## config.mk

```make
export PLATFORM = sky130hd
export DESIGN_NAME = capture_frequency_band_monitor_core
export DESIGN_NICKNAME = d
export VERILOG_FILES = /design/src/cfbm_pkg.sv /design/src/capture_frequency_band_monitor_core.sv
export SDC_FILE = /design/constraint.sdc
export NUM_CORES = 1
export LEC_CHECK = 0
export BUFFER_PORTS_ARGS = -buffer_cell sky130_fd_sc_hd__buf_2
export CORE_MARGIN = 2
export CORE_UTILIZATION = 60
export CTS_CLUSTER_DIAMETER = 30
export DETAILED_ROUTE_END_ITERATION = 8
export PLACE_DENSITY = 0.86
export SYNTH_ARGS = -nofsm -noshare
export SYNTH_HDL_FRONTEND = slang
export SYNTH_SLANG_ARGS = --single-unit
```

## constraint.sdc

```tcl
create_clock -name clk -period 10.2 [get_ports clk]
set_clock_uncertainty 0.2 [all_clocks]
set_input_delay 2.04 -clock clk [delete_from_list [all_inputs] [get_ports clk]]
set_output_delay 2.04 -clock clk [all_outputs]
set_load 0.03 [all_outputs]
```

## src/cfbm_pkg.sv

```systemverilog
package cfbm_pkg;

	// Item mode codes
	typedef enum logic [1:0] {
		MODE_RESTART  = 2'd0,
		MODE_EDGE     = 2'd1,
		MODE_EVALUATE = 2'd2,
		MODE_NONE     = 2'd3
	} mode_t;

	// Evaluation verdict codes
	typedef enum logic [1:0] {
		VERDICT_OK    = 2'd0,
		VERDICT_BAD   = 2'd1,
		VERDICT_FLASH = 2'd2
	} verdict_t;

	// Configuration register indexes (byte address is four times the index)
	typedef enum logic [2:0] {
		REG_COUNTER_MAX     = 3'd0,
		REG_CLOCK_RATE_HZ   = 3'd1,
		REG_EDGE_TIMEOUT_MS = 3'd2,
		REG_TARGET_HZ       = 3'd3,
		REG_TOLERANCE_HZ    = 3'd4,
		REG_STRIKE_LIMIT    = 3'd5
	} reg_idx_t;

	localparam int DEF_COUNT_BITS = 32;
	localparam int DEF_TIME_BITS  = 32;

	localparam int FIELD_W = 32;
	localparam int ADDR_W  = 5;
	localparam int DIV_BITS = 32;

	localparam logic [7:0] BYTE_MAX = 8'hFF;

	localparam logic [31:0] RST_COUNTER_MAX     = 32'd65535;
	localparam logic [31:0] RST_CLOCK_RATE_HZ   = 32'd1000000;
	localparam logic [31:0] RST_EDGE_TIMEOUT_MS = 32'd1000;
	localparam logic [7:0]  RST_TARGET_HZ       = 8'd50;
	localparam logic [7:0]  RST_TOLERANCE_HZ    = 8'd5;
	localparam logic [7:0]  RST_STRIKE_LIMIT    = 8'd3;

endpackage

```

## src/capture_frequency_band_monitor_core.sv

```systemverilog
// Channel   Direction  Handshake                  Payload
// item      in         item_valid / item_stall    mode, capture_count, now_ms
// result    out        result_valid / result_stall  measured, verdict, frequency_hz
// config    in         APB write/read             paddr, pwdata, prdata
//
// One item is taken at a time; item_stall is low only while the sequencer is idle.
// Restart, evaluate, priming-edge and unused-mode items pass from the execute state
// straight to the result stage, which loads the output register and frees the sequencer.
// A measuring edge first passes the wrap state (for a wrapped count) and the 32-step
// restoring divider that turns the period into a frequency one quotient bit per cycle;
// equal counts, or a wrapped period of zero, skip the divider.
// Reset (arst_n low) clears the monitor state and loads the register defaults.
// A stalled result holds in the output register; the next item is still taken, but its
// result waits in the sequencer until the output register is free.
module capture_frequency_band_monitor_core #(
	parameter int COUNT_BITS = cfbm_pkg::DEF_COUNT_BITS,
	parameter int TIME_BITS  = cfbm_pkg::DEF_TIME_BITS
) (
	input  logic                          clk,
	input  logic                          arst_n,
	input  logic                          item_valid,
	output logic                          item_stall,
	input  logic [1:0]                    mode,
	input  logic [cfbm_pkg::FIELD_W-1:0]  capture_count,
	input  logic [cfbm_pkg::FIELD_W-1:0]  now_ms,
	output logic                          result_valid,
	input  logic                          result_stall,
	output logic                          measured,
	output logic [1:0]                    verdict,
	output logic [7:0]                    frequency_hz,
	input  logic                          psel,
	input  logic                          penable,
	input  logic                          pwrite,
	input  logic [cfbm_pkg::ADDR_W-1:0]   paddr,
	input  logic [31:0]                   pwdata,
	output logic [31:0]                   prdata,
	output logic                          pready
);
	import cfbm_pkg::*;

	localparam int DIV_CNT_W = $clog2(DIV_BITS);

	typedef enum logic [2:0] {
		ST_IDLE,
		ST_EXEC,
		ST_WRAP,
		ST_DIV,
		ST_DONE
	} state_t;

	state_t state_q;

	// Configuration registers
	logic [31:0] counter_max_q;
	logic [31:0] clock_rate_q;
	logic [31:0] timeout_q;
	logic [7:0]  target_q;
	logic [7:0]  tolerance_q;
	logic [7:0]  strike_q;

	// Monitor state
	logic [COUNT_BITS-1:0] prev_count_q;
	logic [TIME_BITS-1:0]  last_edge_q;
	logic [7:0]            bad_streak_q;
	logic [7:0]            freq_q;
	logic                  primed_q;

	// Latched item and working registers
	mode_t                 mode_q;
	logic [COUNT_BITS-1:0] count_q;
	logic [TIME_BITS-1:0]  now_q;
	logic [31:0]           diff_q;
	logic [31:0]           period_q;
	logic [31:0]           quo_q;
	logic [31:0]           rem_q;
	logic [DIV_CNT_W-1:0]  div_cnt_q;
	logic                  res_measured_q;
	verdict_t              res_verdict_q;

	// Output register
	logic       result_valid_q;
	logic       measured_q;
	verdict_t   verdict_q;
	logic [7:0] frequency_q;

	logic [2:0] reg_idx;
	logic       cfg_write;

	logic [31:0]          count_ext;
	logic [31:0]          prev_ext;
	logic [31:0]          diff;
	logic [31:0]          wrap_period;
	logic [TIME_BITS-1:0] elapsed;
	logic                 lost;
	logic [7:0]           band_lo;
	logic [8:0]           band_sum;
	logic [7:0]           band_hi;
	logic [7:0]           freq_eval;
	logic                 in_band;
	logic [7:0]           streak_inc;
	logic [32:0]          div_shifted;
	logic [33:0]          div_trial;
	logic                 div_ge;
	logic [31:0]          div_rem_next;
	logic                 out_free;

	assign pready    = 1'b1;
	assign reg_idx   = paddr[ADDR_W-1:2];
	assign cfg_write = psel && penable && pwrite && pready;

	// Register write port
	always_ff @(posedge clk or negedge arst_n) begin
		if (!arst_n) begin
			counter_max_q <= RST_COUNTER_MAX;
			clock_rate_q  <= RST_CLOCK_RATE_HZ;
			timeout_q     <= RST_EDGE_TIMEOUT_MS;
			target_q      <= RST_TARGET_HZ;
			tolerance_q   <= RST_TOLERANCE_HZ;
			strike_q      <= RST_STRIKE_LIMIT;
		end else if (cfg_write) begin
			unique case (reg_idx)
				REG_COUNTER_MAX:     counter_max_q <= pwdata;
				REG_CLOCK_RATE_HZ:   clock_rate_q  <= pwdata;
				REG_EDGE_TIMEOUT_MS: timeout_q     <= pwdata;
				REG_TARGET_HZ:       target_q      <= pwdata[7:0];
				REG_TOLERANCE_HZ:    tolerance_q   <= pwdata[7:0];
				REG_STRIKE_LIMIT:    strike_q      <= pwdata[7:0];
				default: ;
			endcase
		end
	end

	// Register read port
	always_comb begin
		unique case (reg_idx)
			REG_COUNTER_MAX:     prdata = counter_max_q;
			REG_CLOCK_RATE_HZ:   prdata = clock_rate_q;
			REG_EDGE_TIMEOUT_MS: prdata = timeout_q;
			REG_TARGET_HZ:       prdata = {24'd0, target_q};
			REG_TOLERANCE_HZ:    prdata = {24'd0, tolerance_q};
			REG_STRIKE_LIMIT:    prdata = {24'd0, strike_q};
			default:             prdata = 32'd0;
		endcase
	end

	// Count difference, modulo 2^32, and the wrapped period
	assign count_ext   = 32'(count_q);
	assign prev_ext    = 32'(prev_count_q);
	assign diff        = count_ext - prev_ext;
	assign wrap_period = counter_max_q + diff_q + 32'd1;

	// Edge timeout and acceptance band
	assign elapsed    = now_q - last_edge_q;
	assign lost       = !primed_q || (32'(elapsed) > timeout_q);
	assign band_lo    = (target_q > tolerance_q) ? (target_q - tolerance_q) : 8'd0;
	assign band_sum   = {1'b0, target_q} + {1'b0, tolerance_q};
	assign band_hi    = band_sum[8] ? BYTE_MAX : band_sum[7:0];
	assign freq_eval  = lost ? 8'd0 : freq_q;
	assign in_band    = !lost && (freq_eval >= band_lo) && (freq_eval <= band_hi);
	assign streak_inc = (bad_streak_q == BYTE_MAX) ? bad_streak_q : bad_streak_q + 8'd1;

	// One restoring division step: shift in the next dividend bit, try to subtract
	assign div_shifted  = {rem_q, quo_q[DIV_BITS-1]};
	assign div_trial    = {1'b0, div_shifted} - {2'b00, period_q};
	assign div_ge       = !div_trial[33];
	assign div_rem_next = div_ge ? div_trial[31:0] : div_shifted[31:0];

	assign out_free = !result_valid_q || !result_stall;

	// Item sequencer, monitor state and output register
	always_ff @(posedge clk or negedge arst_n) begin
		if (!arst_n) begin
			state_q        <= ST_IDLE;
			prev_count_q   <= '0;
			last_edge_q    <= '0;
			bad_streak_q   <= 8'd0;
			freq_q         <= 8'd0;
			primed_q       <= 1'b0;
			mode_q         <= MODE_RESTART;
			count_q        <= '0;
			now_q          <= '0;
			diff_q         <= 32'd0;
			period_q       <= 32'd0;
			quo_q          <= 32'd0;
			rem_q          <= 32'd0;
			div_cnt_q      <= '0;
			res_measured_q <= 1'b0;
			res_verdict_q  <= VERDICT_OK;
			result_valid_q <= 1'b0;
			measured_q     <= 1'b0;
			verdict_q      <= VERDICT_OK;
			frequency_q    <= 8'd0;
		end else begin
			// The result stage reloads the output register itself when it hands over.
			if (result_valid_q && !result_stall && (state_q != ST_DONE))
				result_valid_q <= 1'b0;

			unique case (state_q)
				ST_IDLE: begin
					if (item_valid) begin
						mode_q  <= mode_t'(mode);
						count_q <= capture_count[COUNT_BITS-1:0];
						now_q   <= now_ms[TIME_BITS-1:0];
						state_q <= ST_EXEC;
					end
				end

				ST_EXEC: begin
					unique case (mode_q)
						MODE_RESTART: begin
							prev_count_q   <= '0;
							last_edge_q    <= now_q;
							bad_streak_q   <= 8'd0;
							freq_q         <= 8'd0;
							primed_q       <= 1'b0;
							res_measured_q <= 1'b0;
							res_verdict_q  <= VERDICT_OK;
							state_q        <= ST_DONE;
						end
						MODE_EDGE: begin
							last_edge_q   <= now_q;
							prev_count_q  <= count_q;
							res_verdict_q <= VERDICT_OK;
							if (!primed_q) begin
								primed_q       <= 1'b1;
								res_measured_q <= 1'b0;
								state_q        <= ST_DONE;
							end else begin
								res_measured_q <= 1'b1;
								if (count_q == prev_count_q) begin
									freq_q   <= 8'd0;
									primed_q <= 1'b0;
									state_q  <= ST_DONE;
								end else if (count_q > prev_count_q) begin
									period_q <= diff;
									state_q  <= ST_DIV;
								end else begin
									diff_q  <= diff;
									state_q <= ST_WRAP;
								end
							end
						end
						MODE_EVALUATE: begin
							res_measured_q <= 1'b0;
							state_q        <= ST_DONE;
							if (lost) begin
								freq_q   <= 8'd0;
								primed_q <= 1'b0;
							end
							if (in_band) begin
								bad_streak_q  <= 8'd0;
								res_verdict_q <= VERDICT_OK;
							end else begin
								bad_streak_q  <= streak_inc;
								res_verdict_q <= (streak_inc >= strike_q) ?
									VERDICT_FLASH : VERDICT_BAD;
							end
						end
						default: begin
							res_measured_q <= 1'b0;
							res_verdict_q  <= VERDICT_OK;
							state_q        <= ST_DONE;
						end
					endcase
					quo_q     <= clock_rate_q;
					rem_q     <= 32'd0;
					div_cnt_q <= DIV_CNT_W'(DIV_BITS - 1);
				end

				// A wrapped period of zero leaves the frequency at zero, still primed
				ST_WRAP: begin
					period_q <= wrap_period;
					if (wrap_period == 32'd0) begin
						freq_q  <= 8'd0;
						state_q <= ST_DONE;
					end else begin
						state_q <= ST_DIV;
					end
				end

				ST_DIV: begin
					quo_q     <= {quo_q[DIV_BITS-2:0], div_ge};
					rem_q     <= div_rem_next;
					div_cnt_q <= div_cnt_q - DIV_CNT_W'(1);
					if (div_cnt_q == '0) begin
						freq_q  <= {quo_q[6:0], div_ge};
						state_q <= ST_DONE;
					end
				end

				ST_DONE: begin
					if (out_free) begin
						result_valid_q <= 1'b1;
						measured_q     <= res_measured_q;
						verdict_q      <= res_verdict_q;
						frequency_q    <= freq_q;
						state_q        <= ST_IDLE;
					end
				end

				default: state_q <= ST_IDLE;
			endcase
		end
	end

	assign item_stall   = (state_q != ST_IDLE);
	assign result_valid = result_valid_q;
	assign measured     = measured_q;
	assign verdict      = verdict_q;
	assign frequency_hz = frequency_q;

	// While unprimed, every path that got there left the frequency at zero.
	a_unprimed_zero: assert property (@(posedge clk) disable iff (!arst_n)
		!primed_q |-> (freq_q == 8'd0))
		else $error("frequency nonzero while unprimed");

	// An accepted transaction keeps the item channel stalled in the next cycle.
	a_one_item: assert property (@(posedge clk) disable iff (!arst_n)
		(item_valid && !item_stall) |=> item_stall)
		else $error("second item accepted while one is in flight");

	// A result never carries both a measurement flag and a verdict.
	a_result_kind: assert property (@(posedge clk) disable iff (!arst_n)
		result_valid |-> !(measured && (verdict != VERDICT_OK)))
		else $error("result marks both an edge and an evaluation");

	// The divider finishes by handing the result stage a pending result.
	a_div_done: assert property (@(posedge clk) disable iff (!arst_n)
		(state_q == ST_DIV && div_cnt_q == '0) |=> (state_q == ST_DONE && res_measured_q))
		else $error("divider ended without a measured result");

endmodule
```

-- After elaboration in Yosys (flattened, before gate mapping)
Index checks and enable logic that the tools add are counted.
- memories: 0
- flip-flop bits (word level): 418
- input port bits: 110
- bits in writable memories: 0
- logic and storage cells: 155
- output and inout port bits: 46
- memory bits (read-only): 0
- latch bits: 0
- multipliers: 0
- $lt $le $gt $ge: 6
- bitwise operators: 2
- divide/modulo/power cells: 0
- reduce and logical (&&, ||, !) cells: 42
- multiplexer cells: 44
- $add $sub $neg: 9
- shift operators: 0
- equality and inequality tests: 26
- operator list (operator ; number):
    $pmux W32 S2 ; 4
    $pmux W32 S6 ; 1
    $mux W32 ; 5
    $mux W8 ; 9
    $gt A32 B32 Y1 ; 2
    $sub A32 B32 Y32 ; 2
    $pmux W8 S3 ; 2
    $sub A33 B32 Y34 ; 1
    $add A32 B1 Y32 const B ; 1
    $add A32 B32 Y32 ; 1
    $eq A32 B32 Y1 ; 1
    $logic_not A32 Y1 ; 1
    $reduce_and A2 Y1 ; 11
    $mux W3 ; 7
    $ge A8 B8 Y1 ; 2
    $ne A2 B2 Y1 const B ; 8
    $pmux W8 S2 ; 1
    $pmux W3 S5 ; 1
    $eq A3 B2 Y1 const B ; 4
    $pmux W5 S2 ; 1
    $reduce_and A5 Y1 ; 2
    $add A8 B8 Y9 ; 1
    $eq A3 B3 Y1 const B ; 3
    $mux W1 ; 9
    26 further kinds ; 49

-- Depth between registers and ports, before layout
- depth in word-level cells: 9
- depth in mapped cells: 36
- mapped depth without buffers: 36

-- Least setup slack after synthesis
OpenSTA, ideal clock, no wires.
- path type: register to register
- from: reg last_edge_q[0]
- to: reg bad_streak_q[3]
- slack: 3621 ps
- path buffers: 0
- period minus slack after synthesis: 6579 ps
- setup time: 64 ps
- cell stages (with the launch flop): 34
- arrival: 6315 ps
- required time: 9936 ps
- cell sequence: dfrtp_1 -> ha_1 -> inv_1 -> fa_1 -> a21oi_1 -> nand4b_1 -> a31o_2 -> o211ai_1 -> a31oi_1 -> nand2b_1 -> o31ai_2 -> a41oi_1 -> o2111ai_1 -> a21oi_1 -> xnor2_1 -> ha_1 -> nand4_1 -> nor3_1 -> nand2_1 -> or4_1 -> a21oi_1 -> nand2_1 -> ha_1 -> nand2b_1 -> a21o_1 -> a21o_1 -> a21o_1 -> a21oi_1 -> nor2b_1 -> o21ai_0 -> a221oi_1 -> a21o_1 -> nor3b_1 -> a21o_1
- word-level cells in the longest chain between the ends: 9
- elaborated cells on any way between the ends: 11
- classes of those cells: add/sub: 1; order compare: 3; mux: 3; reduce/logical: 4
- RTL lines (what ; line ; text):
    start: declaration ; capture_frequency_band_monitor_core.sv:63 ; logic [TIME_BITS-1:0] last_edge_q;
    start signal: assignment ; capture_frequency_band_monitor_core.sv:212 ; last_edge_q <= now_q;
    start signal: assignment ; capture_frequency_band_monitor_core.sv:221 ; last_edge_q <= now_q;
    $sub A32 B32 Y32 * ; capture_frequency_band_monitor_core.sv:153 ; assign elapsed = now_q - last_edge_q;
    $gt A32 B32 Y1 * ; capture_frequency_band_monitor_core.sv:154 ; assign lost = !primed_q || (32'(elapsed) > timeout_q);
    $logic_or A1 B1 Y1 * ; capture_frequency_band_monitor_core.sv:154 ;
    $mux W8 ; -- ;
    $ge A8 B8 Y1 ; capture_frequency_band_monitor_core.sv:159 ; assign in_band = !lost && (freq_eval >= band_lo) && (freq_eval <= band_hi);
    $logic_and A1 B1 Y1 ; capture_frequency_band_monitor_core.sv:159 ;
    $logic_and A1 B1 Y1 * ; capture_frequency_band_monitor_core.sv:159 ;
    $mux W8 * ; capture_frequency_band_monitor_core.sv:250 ; if (in_band) begin
    $pmux W8 S2 * ; capture_frequency_band_monitor_core.sv:209 ; unique case (mode_q)
    end signal: assignment ; capture_frequency_band_monitor_core.sv:254 ; bad_streak_q <= streak_inc;
    end: declaration ; capture_frequency_band_monitor_core.sv:64 ; logic [7:0] bad_streak_q;
Mark *: on every way between the ends. The rest lies on a longest branch, timed or not.
A chain may end at the register's enable or synchronous reset.

-- Final worst setup path
Ends and elaborated chain as after synthesis.

==> flow_metrics.env <==
export IMPL_wl_per_cell_um=20.6
export IMPL_p_per_area_nw_per_um2=366
export IMPL_timing_rr_start="last_edge_q[0]$_DFFE_PN0P_"
export IMPL_vdd_drop_max_mv=0.255
export IMPL_ios=156
export IMPL_cts_resized_gates=0
export IMPL_drtAntennaViolNets=0
export IMPL_avgSynthCellArea_sq_um=9.42
export IMPL_grt_pass1_wl_mm=118
export IMPL_cts_setup_buffers=0
export IMPL_start_util=0.610
export IMPL_gr_usage_all_layers=0.330
export IMPL_regToRegSetupSlack_ns=1.60
export IMPL_dp_hpwl_mm=50.3
export IMPL_drv_cap=0
export IMPL_fp_row_count=76
export IMPL_required_ns=10.49
export IMPL_cts_buffers=86
export IMPL_final_max_slew_violation_count=0
export IMPL_swShare=0.430
export IMPL_hold_viol=0
export IMPL_core_region_area_sq_um=43200
export IMPL_synth_seq_cells=418
export IMPL_htreeDepth=3
export IMPL_crit_path_start_kind="flop"
export IMPL_ys_seq_area_frac=0.399
export IMPL_fin_ws_ns=1.60
export IMPL_synth_edf_count=0
export IMPL_cts_sinks=418
export IMPL_layout_min_cycle_time_ns=8.60
export IMPL_synth_nets=3110
export IMPL_die_y_um=213
export IMPL_min_from="period_q[11]$_DFFE_PN0P_"
export IMPL_postCtsHoldBufs=0
export IMPL_drtIter0Drc=1813
export IMPL_cp_common_cell="a21oi_1"
export IMPL_tightest_slew_ns=1.24
export IMPL_critPathKind="reg -> reg"
export IMPL_io_buffer_count=152
export IMPL_finalCritPeriodShare=0.843
export IMPL_p_seq_frac=0.241
export IMPL_arrival_ns=8.89
export IMPL_pre_cts_ws_ns=1.88
export IMPL_gp_congestion=0.950
export IMPL_reg2reg_depth=32
export IMPL_cp_end_kind="flop"
export IMPL_pwr_share_comb=0.502
export IMPL_antenna_cells=0
export IMPL_max_slew_margin=0.172
export IMPL_cts_tree="done"
export IMPL_setup_viol=0
export IMPL_multi_input_area_sq_um=14600
export IMPL_syn_area_sq_um=26300
export IMPL_viasPerCell=6.18
export IMPL_fin_tns_setup_ns=0
export IMPL_clock_path_buffers=3
export IMPL_ys_types=86
export IMPL_p_clk_frac=0.257
export IMPL_r2r_end="bad_streak_q[3]$_DFFE_PN0P_"
export IMPL_insertion_delay_ns=0.62
export IMPL_fmax_mhz=116
export IMPL_holdPathEnd="period_q[11]$_DFFE_PN0P_"
export IMPL_cts_clk_slew_worst_paths_ns=0.05
export IMPL_grt_overflow=0
export IMPL_hold_class="reg -> reg"
export IMPL_ff_latch_area_sq_um=10500
export IMPL_grt_max_degree=175
export IMPL_path_max_fanout=10
export IMPL_cpMaxStageDelayCell="a21oi_1"
export IMPL_p_switching_mw=4.81
export IMPL_status="complete, no violations"
export IMPL_n_fill_cell=3023
export IMPL_num_vias=22153
export IMPL_layout_nets=3250
export IMPL_async_reset_ff_frac=1.00
export IMPL_drt_pass1_iterations=6
export IMPL_worst_hold_path_num_cells=2
export IMPL_internal_power_mw=6.39
export IMPL_die_w_um=213
export IMPL_drive_gt1_frac=0.189
export IMPL_syn2layout_area_growth_pct=16.1
export IMPL_grt_pass1_vias=22547
export IMPL_yosys_warnings=0
export IMPL_synth_cells=2793
export IMPL_finalWirelength_mm=73.8
export IMPL_ys_flop_type="dfrtp_1"
export IMPL_antenna_found_initial=0
export IMPL_p_leak_nw=14.4
export IMPL_drc=0
export IMPL_rsz0062_at_grt="no"
export IMPL_dieArea_sq_um=45600
export IMPL_root_buffer="clkbuf_16"
export IMPL_max_stage_delay_ns=0.81
-- stage by stage --
step | cell area (sq um) | hold slack [ns] | power (mW) | utilization | std cells
global route | 30600 | 0.300 | 11.9 | 0.708 | 3587
CTS | 30600 | 0.286 | 11.1 | 0.708 | 3587
global placement | 27600 | 0.264 | 7.76 | 0.638 | 3430
detailed placement | 27600 | 0.272 | 8.03 | 0.638 | 3430
floorplan | 26300 | 0.245 | 6.60 | - | 2793
finish | 30600 | 0.282 | 11.2 | 0.708 | 3587
-- cell usage after synthesis (5+ instances only) --
| cell | instances | share of area |
|---|---|---|
| dfrtp_1 | 382 | 0.36 |
| nand2_1 | 261 | 0.037 |
| o21ai_0 | 218 | 0.041 |
| nor2_1 | 206 | 0.029 |
| ha_1 | 201 | 0.096 |
| inv_1 | 193 | 0.028 |
| a21oi_1 | 181 | 0.034 |
| mux2_2 | 163 | 0.070 |
| clkbuf_1 | 85 | 0.012 |
| mux2i_1 | 81 | 0.031 |
| a21o_1 | 78 | 0.022 |
| nand3_1 | 69 | 0.013 |
| xnor2_1 | 68 | 0.023 |
| xor2_1 | 54 | 0.018 |
| o21ai_1 | 49 | 0.0093 |
| dfstp_2 | 36 | 0.036 |
| a211oi_1 | 29 | 0.0083 |
| o21a_1 | 29 | 0.0083 |
| nand4_1 | 28 | 0.0067 |
| nor3_1 | 28 | 0.0053 |
| nand2b_1 | 24 | 0.0057 |
| o21bai_1 | 24 | 0.0068 |
| buf_1 | 21 | 0.0030 |
| nor2b_1 | 21 | 0.0050 |
| and2_1 | 20 | 0.0048 |
| a22o_1 | 16 | 0.0053 |
| mux2_1 | 16 | 0.0068 |
| a31oi_1 | 15 | 0.0036 |
| and3_1 | 12 | 0.0029 |
| buf_2 | 12 | 0.0023 |
| o211ai_1 | 11 | 0.0031 |
| o22ai_1 | 9 | 0.0021 |
| nor4_1 | 8 | 0.0019 |
| o2111ai_1 | 8 | 0.0027 |
| o31ai_1 | 8 | 0.0023 |
| or3_1 | 8 | 0.0019 |
| and4_1 | 6 | 0.0020 |
| buf_4 | 6 | 0.0017 |
| fa_1 | 6 | 0.0046 |
| nor3b_1 | 6 | 0.0017 |
| o31a_1 | 6 | 0.0020 |
| a221oi_1 | 5 | 0.0017 |
| nand3b_1 | 5 | 0.0014 |
-- layer usage --
metal  GRT usage  up-vias  wire (um)
met4       0.133        0       2620
met1       0.431    10791      30600
met5           0        -          0
met2       0.537      993      34700
met3      0.0704      200       5900
li1            -    10169          -
-- worst max-delay path: cells and delay by family (launching register included) --
family | cells | cell delay (ns)
buffers and inverters | 1 | 0.08
AND/OR/NAND/NOR | 9 | 2.34
adder cells (fa/ha/maj) | 4 | 0.99
XOR/XNOR | 1 | 0.14
flip-flops | 1 | 0.38
AO/OA/AOI/OAI | 17 | 4.37
-- placed cells by master (no fill, tap or decap), types with 15 or more instances in the layout --
master / instances
a211oi_1: 29
a21o_1: 78
a21oi_1: 181
a22o_1: 16
a31oi_1: 15
and2_1: 19
buf_2: 151
buf_4: 23
clkbuf_16: 87
dfrtp_1: 381
dfstp_2: 36
ha_1: 201
inv_1: 193
mux2_1: 16
mux2_2: 163
mux2i_1: 81
nand2_1: 261
nand2b_1: 23
nand3_1: 69
nand4_1: 28
nor2_1: 203
nor2b_1: 20
nor3_1: 28
o21a_1: 29
o21ai_0: 218
o21ai_1: 48
o21bai_1: 24
xnor2_1: 68
xor2_1: 54
-- worst max path at each step --
| stage | to | startpoint | slack (ns) |
|---|---|---|---|
| final | bad_streak_q[3]$_DFFE_PN0P_ | last_edge_q[0]$_DFFE_PN0P_ | 1.60 |
| after global routing | bad_streak_q[3]$_DFFE_PN0P_ | last_edge_q[0]$_DFFE_PN0P_ | 1.23 |
| after CTS | bad_streak_q[3]$_DFFE_PN0P_ | last_edge_q[0]$_DFFE_PN0P_ | 1.79 |
| after detailed placement | res_verdict_q[0]$_DFFE_PN0P_ | last_edge_q[0]$_DFFE_PN0P_ | 1.88 |
| after global placement | res_verdict_q[0]$_DFFE_PN0P_ | now_q[0]$_DFFE_PN0P_ | 2.07 |
| after floorplan | bad_streak_q[3]$_DFFE_PN0P_ | last_edge_q[0]$_DFFE_PN0P_ | 3.62 |
-- final cells by class --
cell class | count | share of cell area
Multi-Input combinational cell | 2057 | 0.479
Sequential cell | 418 | 0.344
Clock buffer | 104 | 0.0766
Timing Repair Buffer | 176 | 0.0315
Tap cell | 585 | 0.0240
Inverter | 194 | 0.0238
Clock inverter | 53 | 0.0214
-- power by group through the flow --
stage	registers, mW	clock network (mW)	logic, mW
after global placement	2.64	0	5.12
after detailed placement	2.68	0	5.35
after floorplan	2.53	0	4.07
after global routing	2.75	2.97	6.14
after CTS	2.68	2.89	5.49
final	2.70	2.88	5.62
-- cell families after synthesis --
family                   Yosys count  synth area share
adder cells (fa/ha/maj)          207             0.100
multiplexers                     263             0.110
AO/OA/AOI/OAI                    745             0.179
other                              1          0.000142
buffers and inverters            318            0.0468
XOR/XNOR                         122            0.0406
AND/OR/NAND/NOR                  719             0.125
flip-flops                       418             0.399
Power figures use the tool's default switching activity.
